### src/design/rhc_pkg.sv
// Shared types and constants for the RGB to HSL conversion pipeline.
// No dependencies; used by rhc_front, rhc_div_cell and the top level.
`default_nettype none

package rhc_pkg;

    localparam int CHAN_W    = 8;
    localparam int QUO_W     = 16;
    localparam int HUE_REM_W = 11;
    localparam int SAT_REM_W = 8;
    localparam int LIGHT_W   = 9;
    localparam int DIV_STEPS = QUO_W;

    typedef struct packed {
        logic [HUE_REM_W-1:0] hue_rem;
        logic [HUE_REM_W-1:0] hue_div;
        logic [QUO_W-1:0]     hue_bits;
        logic [SAT_REM_W-1:0] sat_rem;
        logic [SAT_REM_W-1:0] sat_div;
        logic [QUO_W-1:0]     sat_bits;
        logic [LIGHT_W-1:0]   lightness;
        logic                 achromatic;
    } word_t;

endpackage

`default_nettype wire

### src/design/rgb_to_hsl_convert_core.sv
// RGB to HSL converter: front stage feeding a row of 16 division cells.
// Registered stages from input acceptance to m_valid: 1 front + 16 cells.
// Throughput: one pixel per cycle while m_ready is high; each cell holds one word and passes it on.
// A stalled output backs up cell by cell; bubbles in the row still fill.
// Reset (aresetn low, synchronous) clears all valid bits; no data is reset.
// Depends on rhc_pkg, rhc_front and rhc_div_cell.
`default_nettype none

module rgb_to_hsl_convert_core (
    input  wire logic                         aclk,
    input  wire logic                         aresetn,
    input  wire logic                         s_valid,
    output logic                              s_ready,
    input  wire logic [rhc_pkg::CHAN_W-1:0]   s_red,
    input  wire logic [rhc_pkg::CHAN_W-1:0]   s_green,
    input  wire logic [rhc_pkg::CHAN_W-1:0]   s_blue,
    output logic                              m_valid,
    input  wire logic                         m_ready,
    output logic [rhc_pkg::QUO_W-1:0]         m_hue,
    output logic [rhc_pkg::QUO_W-1:0]         m_saturation,
    output logic [rhc_pkg::LIGHT_W-1:0]       m_lightness,
    output logic                              m_achromatic
);

    logic           valid_chain [rhc_pkg::DIV_STEPS+1];
    logic           ready_chain [rhc_pkg::DIV_STEPS+1];
    rhc_pkg::word_t word_chain  [rhc_pkg::DIV_STEPS+1];

    rhc_front u_front (
        .aclk      (aclk),
        .aresetn   (aresetn),
        .valid_in  (s_valid),
        .ready_out (s_ready),
        .red       (s_red),
        .green     (s_green),
        .blue      (s_blue),
        .valid_out (valid_chain[0]),
        .ready_in  (ready_chain[0]),
        .word_out  (word_chain[0])
    );

    for (genvar i = 0; i < rhc_pkg::DIV_STEPS; i++) begin : g_cell
        rhc_div_cell u_cell (
            .aclk      (aclk),
            .aresetn   (aresetn),
            .valid_in  (valid_chain[i]),
            .ready_out (ready_chain[i]),
            .word_in   (word_chain[i]),
            .valid_out (valid_chain[i+1]),
            .ready_in  (ready_chain[i+1]),
            .word_out  (word_chain[i+1])
        );
    end

    assign ready_chain[rhc_pkg::DIV_STEPS] = m_ready;

    assign m_valid      = valid_chain[rhc_pkg::DIV_STEPS];
    assign m_hue        = word_chain[rhc_pkg::DIV_STEPS].hue_bits;
    assign m_saturation = word_chain[rhc_pkg::DIV_STEPS].sat_bits;
    assign m_lightness  = word_chain[rhc_pkg::DIV_STEPS].lightness;
    assign m_achromatic = word_chain[rhc_pkg::DIV_STEPS].achromatic;

endmodule

`default_nettype wire

### src/design/rhc_front.sv
// Front stage: max/min search, lightness, and setup of both long divisions.
// Depends on rhc_pkg for word_t and widths.
`default_nettype none

module rhc_front (
    input  wire logic                      aclk,
    input  wire logic                      aresetn,
    input  wire logic                      valid_in,
    output logic                           ready_out,
    input  wire logic [rhc_pkg::CHAN_W-1:0] red,
    input  wire logic [rhc_pkg::CHAN_W-1:0] green,
    input  wire logic [rhc_pkg::CHAN_W-1:0] blue,
    output logic                           valid_out,
    input  wire logic                      ready_in,
    output rhc_pkg::word_t                 word_out
);

    logic                            valid_reg;
    rhc_pkg::word_t                  word_reg;
    rhc_pkg::word_t                  word_next;
    logic [rhc_pkg::CHAN_W-1:0]      mx;
    logic [rhc_pkg::CHAN_W-1:0]      mn;
    logic [rhc_pkg::CHAN_W-1:0]      d;
    logic [rhc_pkg::CHAN_W-1:0]      rd;
    logic [rhc_pkg::CHAN_W-1:0]      gd;
    logic [rhc_pkg::CHAN_W-1:0]      bd;
    logic [rhc_pkg::LIGHT_W-1:0]     sum;
    logic [rhc_pkg::SAT_REM_W-1:0]   den;
    logic [rhc_pkg::HUE_REM_W-1:0]   d1;
    logic [rhc_pkg::HUE_REM_W-1:0]   d3;
    logic [rhc_pkg::HUE_REM_W-1:0]   d5;
    logic [rhc_pkg::HUE_REM_W-1:0]   d6;
    logic [rhc_pkg::HUE_REM_W-1:0]   n;

    assign ready_out = !valid_reg || ready_in;
    assign valid_out = valid_reg;
    assign word_out  = word_reg;

    always_comb begin
        mx = (red > green) ? red : green;
        mx = (mx > blue) ? mx : blue;
        mn = (red < green) ? red : green;
        mn = (mn < blue) ? mn : blue;
        d  = mx - mn;
        rd = mx - red;
        gd = mx - green;
        bd = mx - blue;
        sum = {1'b0, mx} + {1'b0, mn};
        den = (sum <= rhc_pkg::LIGHT_W'(255)) ? sum[rhc_pkg::SAT_REM_W-1:0]
                                               : rhc_pkg::SAT_REM_W'(9'd510 - sum);
        d1 = rhc_pkg::HUE_REM_W'(d);
        d3 = (d1 << 1) + d1;
        d5 = (d1 << 2) + d1;
        d6 = (d1 << 2) + (d1 << 1);

        if (red == mx) begin
            if (green == mn) begin
                // pure red with equal green and blue wraps to zero
                n = (blue == mn) ? '0 : d5 + rhc_pkg::HUE_REM_W'(bd);
            end else begin
                n = d1 - rhc_pkg::HUE_REM_W'(gd);
            end
        end else if (green == mx) begin
            n = (blue == mn) ? d1 + rhc_pkg::HUE_REM_W'(rd)
                             : d3 - rhc_pkg::HUE_REM_W'(bd);
        end else begin
            n = (red == mn) ? d3 + rhc_pkg::HUE_REM_W'(gd)
                            : d5 - rhc_pkg::HUE_REM_W'(rd);
        end

        word_next.lightness = sum;
        if (d == '0) begin
            word_next.achromatic = 1'b1;
            word_next.hue_rem    = '0;
            word_next.hue_div    = rhc_pkg::HUE_REM_W'(1);
            word_next.hue_bits   = '0;
            word_next.sat_rem    = '0;
            word_next.sat_div    = rhc_pkg::SAT_REM_W'(1);
            word_next.sat_bits   = '0;
        end else begin
            word_next.achromatic = 1'b0;
            word_next.hue_rem    = n;
            word_next.hue_div    = d6;
            word_next.hue_bits   = '0;
            // d*65535 split as (d-1)*65536 + (65536-d)
            word_next.sat_rem    = d - rhc_pkg::CHAN_W'(1);
            word_next.sat_div    = den;
            word_next.sat_bits   = rhc_pkg::QUO_W'(17'h10000 - {9'b0, d});
        end
    end

    always_ff @(posedge aclk) begin
        if (!aresetn) begin
            valid_reg <= 1'b0;
        end else if (ready_out) begin
            valid_reg <= valid_in;
        end
    end

    always_ff @(posedge aclk) begin
        if (valid_in && ready_out) begin
            word_reg <= word_next;
        end
    end

endmodule

`default_nettype wire

### src/design/rhc_div_cell.sv
// One restoring-division cell: one quotient bit for hue and one for saturation.
// Depends on rhc_pkg for word_t and widths.
`default_nettype none

module rhc_div_cell (
    input  wire logic     aclk,
    input  wire logic     aresetn,
    input  wire logic     valid_in,
    output logic          ready_out,
    input  wire rhc_pkg::word_t word_in,
    output logic          valid_out,
    input  wire logic     ready_in,
    output rhc_pkg::word_t word_out
);

    logic                          valid_reg;
    rhc_pkg::word_t                word_reg;
    rhc_pkg::word_t                word_next;
    logic [rhc_pkg::HUE_REM_W:0]   hue_trial;
    logic [rhc_pkg::SAT_REM_W:0]   sat_trial;
    logic                          hue_ge;
    logic                          sat_ge;

    assign ready_out = !valid_reg || ready_in;
    assign valid_out = valid_reg;
    assign word_out  = word_reg;

    always_comb begin
        hue_trial = {word_in.hue_rem, word_in.hue_bits[rhc_pkg::QUO_W-1]};
        sat_trial = {word_in.sat_rem, word_in.sat_bits[rhc_pkg::QUO_W-1]};
        hue_ge    = hue_trial >= {1'b0, word_in.hue_div};
        sat_ge    = sat_trial >= {1'b0, word_in.sat_div};

        word_next          = word_in;
        word_next.hue_rem  = hue_ge ? rhc_pkg::HUE_REM_W'(hue_trial - {1'b0, word_in.hue_div})
                                    : rhc_pkg::HUE_REM_W'(hue_trial);
        word_next.sat_rem  = sat_ge ? rhc_pkg::SAT_REM_W'(sat_trial - {1'b0, word_in.sat_div})
                                    : rhc_pkg::SAT_REM_W'(sat_trial);
        word_next.hue_bits = {word_in.hue_bits[rhc_pkg::QUO_W-2:0], hue_ge};
        word_next.sat_bits = {word_in.sat_bits[rhc_pkg::QUO_W-2:0], sat_ge};
    end

    always_ff @(posedge aclk) begin
        if (!aresetn) begin
            valid_reg <= 1'b0;
        end else if (ready_out) begin
            valid_reg <= valid_in;
        end
    end

    always_ff @(posedge aclk) begin
        if (valid_in && ready_out) begin
            word_reg <= word_next;
        end
    end

endmodule

`default_nettype wire

### config.mk
export PLATFORM = sky130hd
export DESIGN_NAME = rgb_to_hsl_convert_core
export DESIGN_NICKNAME = d
export VERILOG_FILES = /design/src/design/rhc_pkg.sv /design/src/design/rgb_to_hsl_convert_core.sv /design/src/design/rhc_front.sv /design/src/design/rhc_div_cell.sv
export SDC_FILE = /design/constraint.sdc
export NUM_CORES = 2
export LEC_CHECK = 0
export BUFFER_PORTS_ARGS = -buffer_cell sky130_fd_sc_hd__buf_2
export CAP_MARGIN = 20
export CORE_UTILIZATION = 45
export DETAILED_ROUTE_END_ITERATION = 6
export PLACE_DENSITY = 0.69
export SYNTH_ARGS = -nofsm -noshare
export SYNTH_HDL_FRONTEND = slang
export SYNTH_SLANG_ARGS = --single-unit
### constraint.sdc
create_clock -name aclk -period 10.27 [get_ports aclk]
set_clock_uncertainty 0.15 [all_clocks]
set_input_delay 1.027 -clock aclk [delete_from_list [all_inputs] [get_ports aclk]]
set_output_delay 1.027 -clock aclk [all_outputs]
set_load 0.01 [all_outputs]
* Word-level counts from Yosys, hierarchy flattened
Cells that the tools add are included.
** Word-level totals
- Bits in registers :: 1339
- Input port bits :: 28
- Output and inout bits :: 44
- Word-level logic and storage cells :: 332
** Cells by class
- Add/sub/neg operators :: 47
- Order comparisons :: 37
- Equality and inequality tests :: 5
- Multiplexer cells :: 42
- Reduce and logical (&&, ||, !) cells :: 52
** Operators with widths (number)
- $mux W11 :: 21
- $ge A12 B11 Y1 :: 16
- $sub A11 B11 Y11 :: 15
- $mux W8 :: 20
- $sub A8 B8 Y8 :: 19
- $ge A9 B8 Y1 :: 16
- $eq A8 B8 Y1 :: 5
- $add A11 B8 Y11 :: 2
- $sub A11 B8 Y11 :: 2
- $add A8 B8 Y9 :: 2
- $logic_and A1 B1 Y1 :: 17
- $logic_not A1 Y1 :: 17
- $logic_or A1 B1 Y1 :: 17
- $gt A8 B8 Y1 :: 2
- $lt A8 B8 Y1 :: 2
- $add A10 B8 Y11 :: 1
- $add A10 B9 Y11 :: 1
- $add A9 B8 Y10 :: 1
- $le A9 B8 Y1 const B :: 1
- $sub A1 B8 Y9 const A :: 1
- $sub A8 B8 Y9 :: 1
- $logic_not A8 Y1 :: 1
- $sub A8 B1 Y8 const B :: 1
- $sub A8 B8 Y8 const A :: 1
- $mux W1 :: 1

* Depth between registers and ports, before layout
- Word-level depth :: 19
- Depth in mapped cells :: 41
- Mapped depth without buffers :: 36

* Cells and area by module
A second synthesis with hierarchy kept.
** Second synthesis, totals
- Cells, all modules :: 4811
- Area, all modules :: 66172.2 um^2
** Modules (own cells, without submodules)
- rhc_div_cell (g_cell[13].u_cell ...) :: instances 9, cells each 229, area an instance 3544.6 um^2, seq. area each 2422.3 um^2
- rhc_div_cell (g_cell[0].u_cell ...) :: instances 6, cells each 232, area an instance 3564.7 um^2, seq. area each 2422.3 um^2
- rhc_front :: instances 1, cells each 1102, area an instance 9171.3 um^2, seq. area each 1671.6 um^2
- rhc_div_cell (g_cell[7].u_cell) :: instances 1, cells each 256, area an instance 3711.1 um^2, seq. area each 2422.3 um^2

* Least setup slack after synthesis
OpenSTA, ideal clock, no wires.
- Kind :: input to register
- Start :: input s_green[7] in the netlist's numbering
- End :: register u_front.word_reg (netlist bit u_front.word_out[77]), data pin
- Setup time :: 0.268 ns
- Data arrival time :: 8.320 ns
- Data required time :: 9.852 ns
- Slack :: 1.532 ns
- Stages on the path :: 40
- Buffers on the path :: 8
- Cell sequence :: clkbuf_1 inv_1 ha_1 and4_1 buf_2 nand2_1 o211ai_1 nand2_1 clkbuf_1 nand2_1 o21ai_0 ha_1 nand4_1 nor2_1 a211oi_1 or2_0 buf_2 clkbuf_1 [4 not listed] a2bb2oi_4 mux2_4 or2_1 buf_6 inv_2 ha_1 clkbuf_1 o21ai_0 a21oi_1 a211oi_2 o211ai_2 xnor2_2 inv_2 ha_1 a31o_2 a21o_1 a2111oi_0 nor3_1
** Between the ends
- Word-level cells in the longest chain between the ends :: 10
- Elaborated cells on any way between the ends :: 32
- Classes of those cells :: add/sub: 12; order compare: 4; eq/ne: 5; mux: 10; reduce/logical: 1
** Ends and longest elaborated chain
- start, declared :: RTL line rgb_to_hsl_convert_core.sv:15 : input wire logic [rhc_pkg::CHAN_W-1:0] s_green,
- $gt A8 B8 Y1 / $lt A8 B8 Y1 (equally long branches) :: RTL line rhc_front.sv:40, rhc_front.sv:42
- $mux W8 (on tied branches) :: RTL line rhc_front.sv:40, rhc_front.sv:42
- $gt A8 B8 Y1 / $lt A8 B8 Y1 (equally long branches) :: RTL line rhc_front.sv:41, rhc_front.sv:43
- $mux W8 (on tied branches) :: RTL line rhc_front.sv:41, rhc_front.sv:43
- $sub A8 B8 Y8 :: RTL line rhc_front.sv:44 : d = mx - mn;
- $add A10 B8 Y11 / $add A9 B8 Y10 (equally long branches) :: RTL line rhc_front.sv:53, rhc_front.sv:52
- $sub A11 B8 Y11 (tied with other cells) :: RTL line rhc_front.sv:68 : : d5 - rhc_pkg::HUE_REM_W'(rd);
- $mux W11 (on tied branches) :: RTL line rhc_front.sv:67, rhc_front.sv:59, rhc_front.sv:64
- $mux W11 (on tied branches) :: RTL line rhc_front.sv:63, rhc_front.sv:57
- $mux W11 :: RTL line rhc_front.sv:56 : if (red == mx) begin
- end signal, assigned :: RTL line rhc_front.sv:102 : word_reg <= word_next;
- end, declared :: RTL line rhc_front.sv:19 : rhc_pkg::word_t word_reg;
Parallel ways exist; a longest one is shown, timed or not.
A chain may end at the register's enable or synchronous reset.

* Worst setup path after layout
- Start :: input s_green[7] in the netlist's numbering
- End :: register u_front.word_reg (netlist bit u_front.word_out[78]), data pin
The elaborated chain is that of the path after synthesis.

==> flow_summary.yaml <==
synthesis:
  syn_area_sq_um: 56660
  synth-xor-area-share_pct: 3.184
  async_flop_share_pct: 0
  ys_seq_area_share_pct: 60.33
  synthFlopType: "edfxtp_1"
  synth_top_family_by_area: "adder cells"
  syn_nets: 4963
  yosys_warnings: 0
  synth_compound_area_share_pct: 9.941
  synth_cell_type_count: 96
  ys_ff_latch: 1144
  syn_avg_cell_area_sq_um: 12.65
  synth_adder_area_share_pct: 10.88
  muxShareOfSynthArea_pct: 3.096
  netlist_instances: 4478
  yosys.area_share.simple_pct: 7.963
  synth_edf_count: 1127
clocking:
  cts_buffers: 111
  holdBufCountCts: 0
  cts_root_buffer: "clkbuf_16"
  postCtsSetupBuffers: 0
  cts_tree: "built"
  clockBufferDepth: 3
  clk_pin_slew_ns: 0.06
  clk_latency_ns: 0.69
  htree_levels: 3
  cts_resized: 0
  cts.sinks: 1144
hold_path:
  hold_end: "g_cell[7].u_cell.word_out[45]$_DFFE_PP_"
  hold_path.class: "reg2reg"
  hold_depth: 0
  worstHoldStart: "g_cell[6].u_cell.word_out[44]$_DFFE_PP_"
final_layout:
  area_delta_synth_final_pct: 11.25
  diodes: 0
  final_cell_mix: "edfxtp_1 (1,127), inv_1 (602), ha_1 (414)"
  drive_above_1_share_pct: 9.989
  final_common_cell: "edfxtp_1"
  fillers: 10337
  finalNetCount: 5123
global_routing:
  grt_overflow: 0
  grt_pass1_vias: 33536
  grt_pass1_wl_microns: 164000
  use_met2_pct: 30.86
  grt_max_degree: 70
  gr-usage-all-layers_pct: 15.88
  grt_util_met3_pct: 1.918
  grt-busiest-layer: "met2"
  antenna_found_initial: 0
  gr-usage-met1_pct: 17.39
drt:
  drt_iter0_markers: 1804
  antenna_left: 0
  dr.pass1.iters: 5
  totalWireLength_microns: 100400
  wire_per_inst_microns: 15.76
  vias: 32595
  drc: 0
  via_per_inst: 5.115
worst_setup_path:
  crit_path_max_incr_delay_ns: 0.64
  worstReg2RegEnd: "g_cell[11].u_cell.word_out[73]$_DFFE_PP_"
  required_ns: 10.53
  cp-start-kind: "primary input"
  end_kind: "flip-flop"
  arrival_ns: 9.17
  cp_max_fo: 16
  rr_worst_depth: 13
  cpMaxStageDelayCell: "fa_1"
  rr_startpoint: "g_cell[10].u_cell.word_out[22]$_DFFE_PP_"
  cpMostUsedCell: "ha_1"
  critPathKind: "in2reg"
  r2r_slack_ns: 6.05
timing:
  min_period_over_period_pct: 86.73
  final-hold-violation-count: 0
  tns_ns: 0
  slew_violations: 0
  finalSetupViolCount: 0
  worstMarginPinSlew_ns: 1.078
  finalCriticalPeriod_ns: 8.907
  fmax_mhz: 112.3
  rsz0062_at_grt: "no"
  max_slew_margin_pct: 27.90
power_and_ir_drop:
  peakVddDrop_mv: 0.3256
  power_density_nw_per_um2: 257.6
  power_mw: 16.24
  p_leak_nw: 24.20
die:
  die_area_sq_um: 127300
  fp-row-count: 129
  die_w_microns: 356.8
  coreArea_sq_um: 124300
  die_y_microns: 356.8
  start_util_pct: 45.59
  io_pins: 72
status:
  status: "finished, final reports clean"
job:
  max-cap-violations: 0
placed_design:
  dpl.hpwl_microns: 74970
  gp_congestion: 0.8957
  port-buffer-count: 71
==> Yosys cell counts (27+ instances only) <==
cell type,instances,area share (%)
a21boi_0,119,1.6
a21o_1,53,0.70
a21oi_1,137,1.2
clkbuf_1,31,0.21
edfxtp_1,1127,60
fa_1,43,1.5
ha_1,414,9.1
inv_1,602,4.0
mux2_2,122,2.4
mux2i_1,35,0.62
nand2_1,270,1.8
nand2b_1,47,0.52
nand3_1,27,0.24
nand4_1,70,0.77
nor2_1,332,2.2
nor2b_1,105,1.2
o21a_1,28,0.37
o21ai_0,324,2.9
o31ai_1,49,0.65
xnor2_1,117,1.8
xor2_1,77,1.2
==> where the power goes <==
group | internal [mW] | switching [mW]
Sequential | 5.49 | 0.0985
Clock | 2.42 | 1.72
Combinational | 2.78 | 3.72
==> area by class of cell <==
| class | instances | area (sq um) | share of cell area, % |
|---|---|---|---|
| Sequential cell | 1144 | 34180 | 54.23 |
| Multi-Input combinational cell | 2658 | 20040 | 31.79 |
| Clock buffer | 131 | 2957 | 4.691 |
| Inverter | 610 | 2292 | 3.637 |
| Tap cell | 1637 | 2048 | 3.249 |
| Clock inverter | 79 | 844.6 | 1.340 |
| Timing Repair Buffer | 113 | 670.6 | 1.064 |
==> kinds of logic after synthesis <==
family / after synthesis
compound gates: 869
xor+xnor: 199
fa+ha+maj: 469
buf+inv: 676
flops: 1144
mux: 159
simple gates: 962
==> metrics by stage <==
stage | cells | hold slack, ns | setup slack, ns | cell area (sq um) | utilization (%)
floorplan | 4478 | 0.2503 | 1.532 | 56660 | -
global placement | 6161 | 0.2508 | 0.6293 | 59220 | 47.65
detailed placement | 6161 | 0.2545 | 0.4946 | 59220 | 47.65
CTS | 6371 | 0.2421 | 1.214 | 63030 | 50.71
global route | 6372 | 0.2558 | 0.5644 | 63030 | 50.72
finish | 6372 | 0.2484 | 1.363 | 63030 | 50.72
==> critical path, delay by kind of cell <==
family	cells	cell delay (ns)
adder cells (fa/ha/maj)	7	2.63
buffers and inverters	4	0.65
AND/OR/NAND/NOR	9	1.41
AO/OA/AOI/OAI	12	3.22
XOR/XNOR	2	0.20
==> worst max path at each step <==
stage	endpoint	cells past startpoint	slack, ns	from
after global placement	u_front.word_out[78]$_SDFFCE_PP0P_	34	0.63	s_green[7]
after CTS	u_front.word_out[78]$_SDFFCE_PP0P_	34	1.21	s_green[7]
final	u_front.word_out[78]$_SDFFCE_PP0P_	34	1.36	s_green[7]
after floorplan	u_front.word_out[77]$_SDFFCE_PP0P_	40	1.53	s_green[7]
after detailed placement	u_front.word_out[78]$_SDFFCE_PP0P_	34	0.49	s_green[7]
after global routing	u_front.word_out[78]$_SDFFCE_PP0P_	34	0.56	s_green[7]
==> layer usage <==
metal	routed length, microns	share of wire, %
met3	2712	2.7
met2	54160	54
met1	40190	40
met5	0	0
met4	3381	3.4
==> sequential cells by signal (all words and copies together), names as in the netlist <==
| register | count |
|---|---|
| u_front.valid_out | 1 |
| u_front.word_out | 55 |
| g_cell.u_cell.word_out | 1072 |
| g_cell.u_cell.valid_out | 16 |
Note: power is estimated with default switching activity, not from simulation.
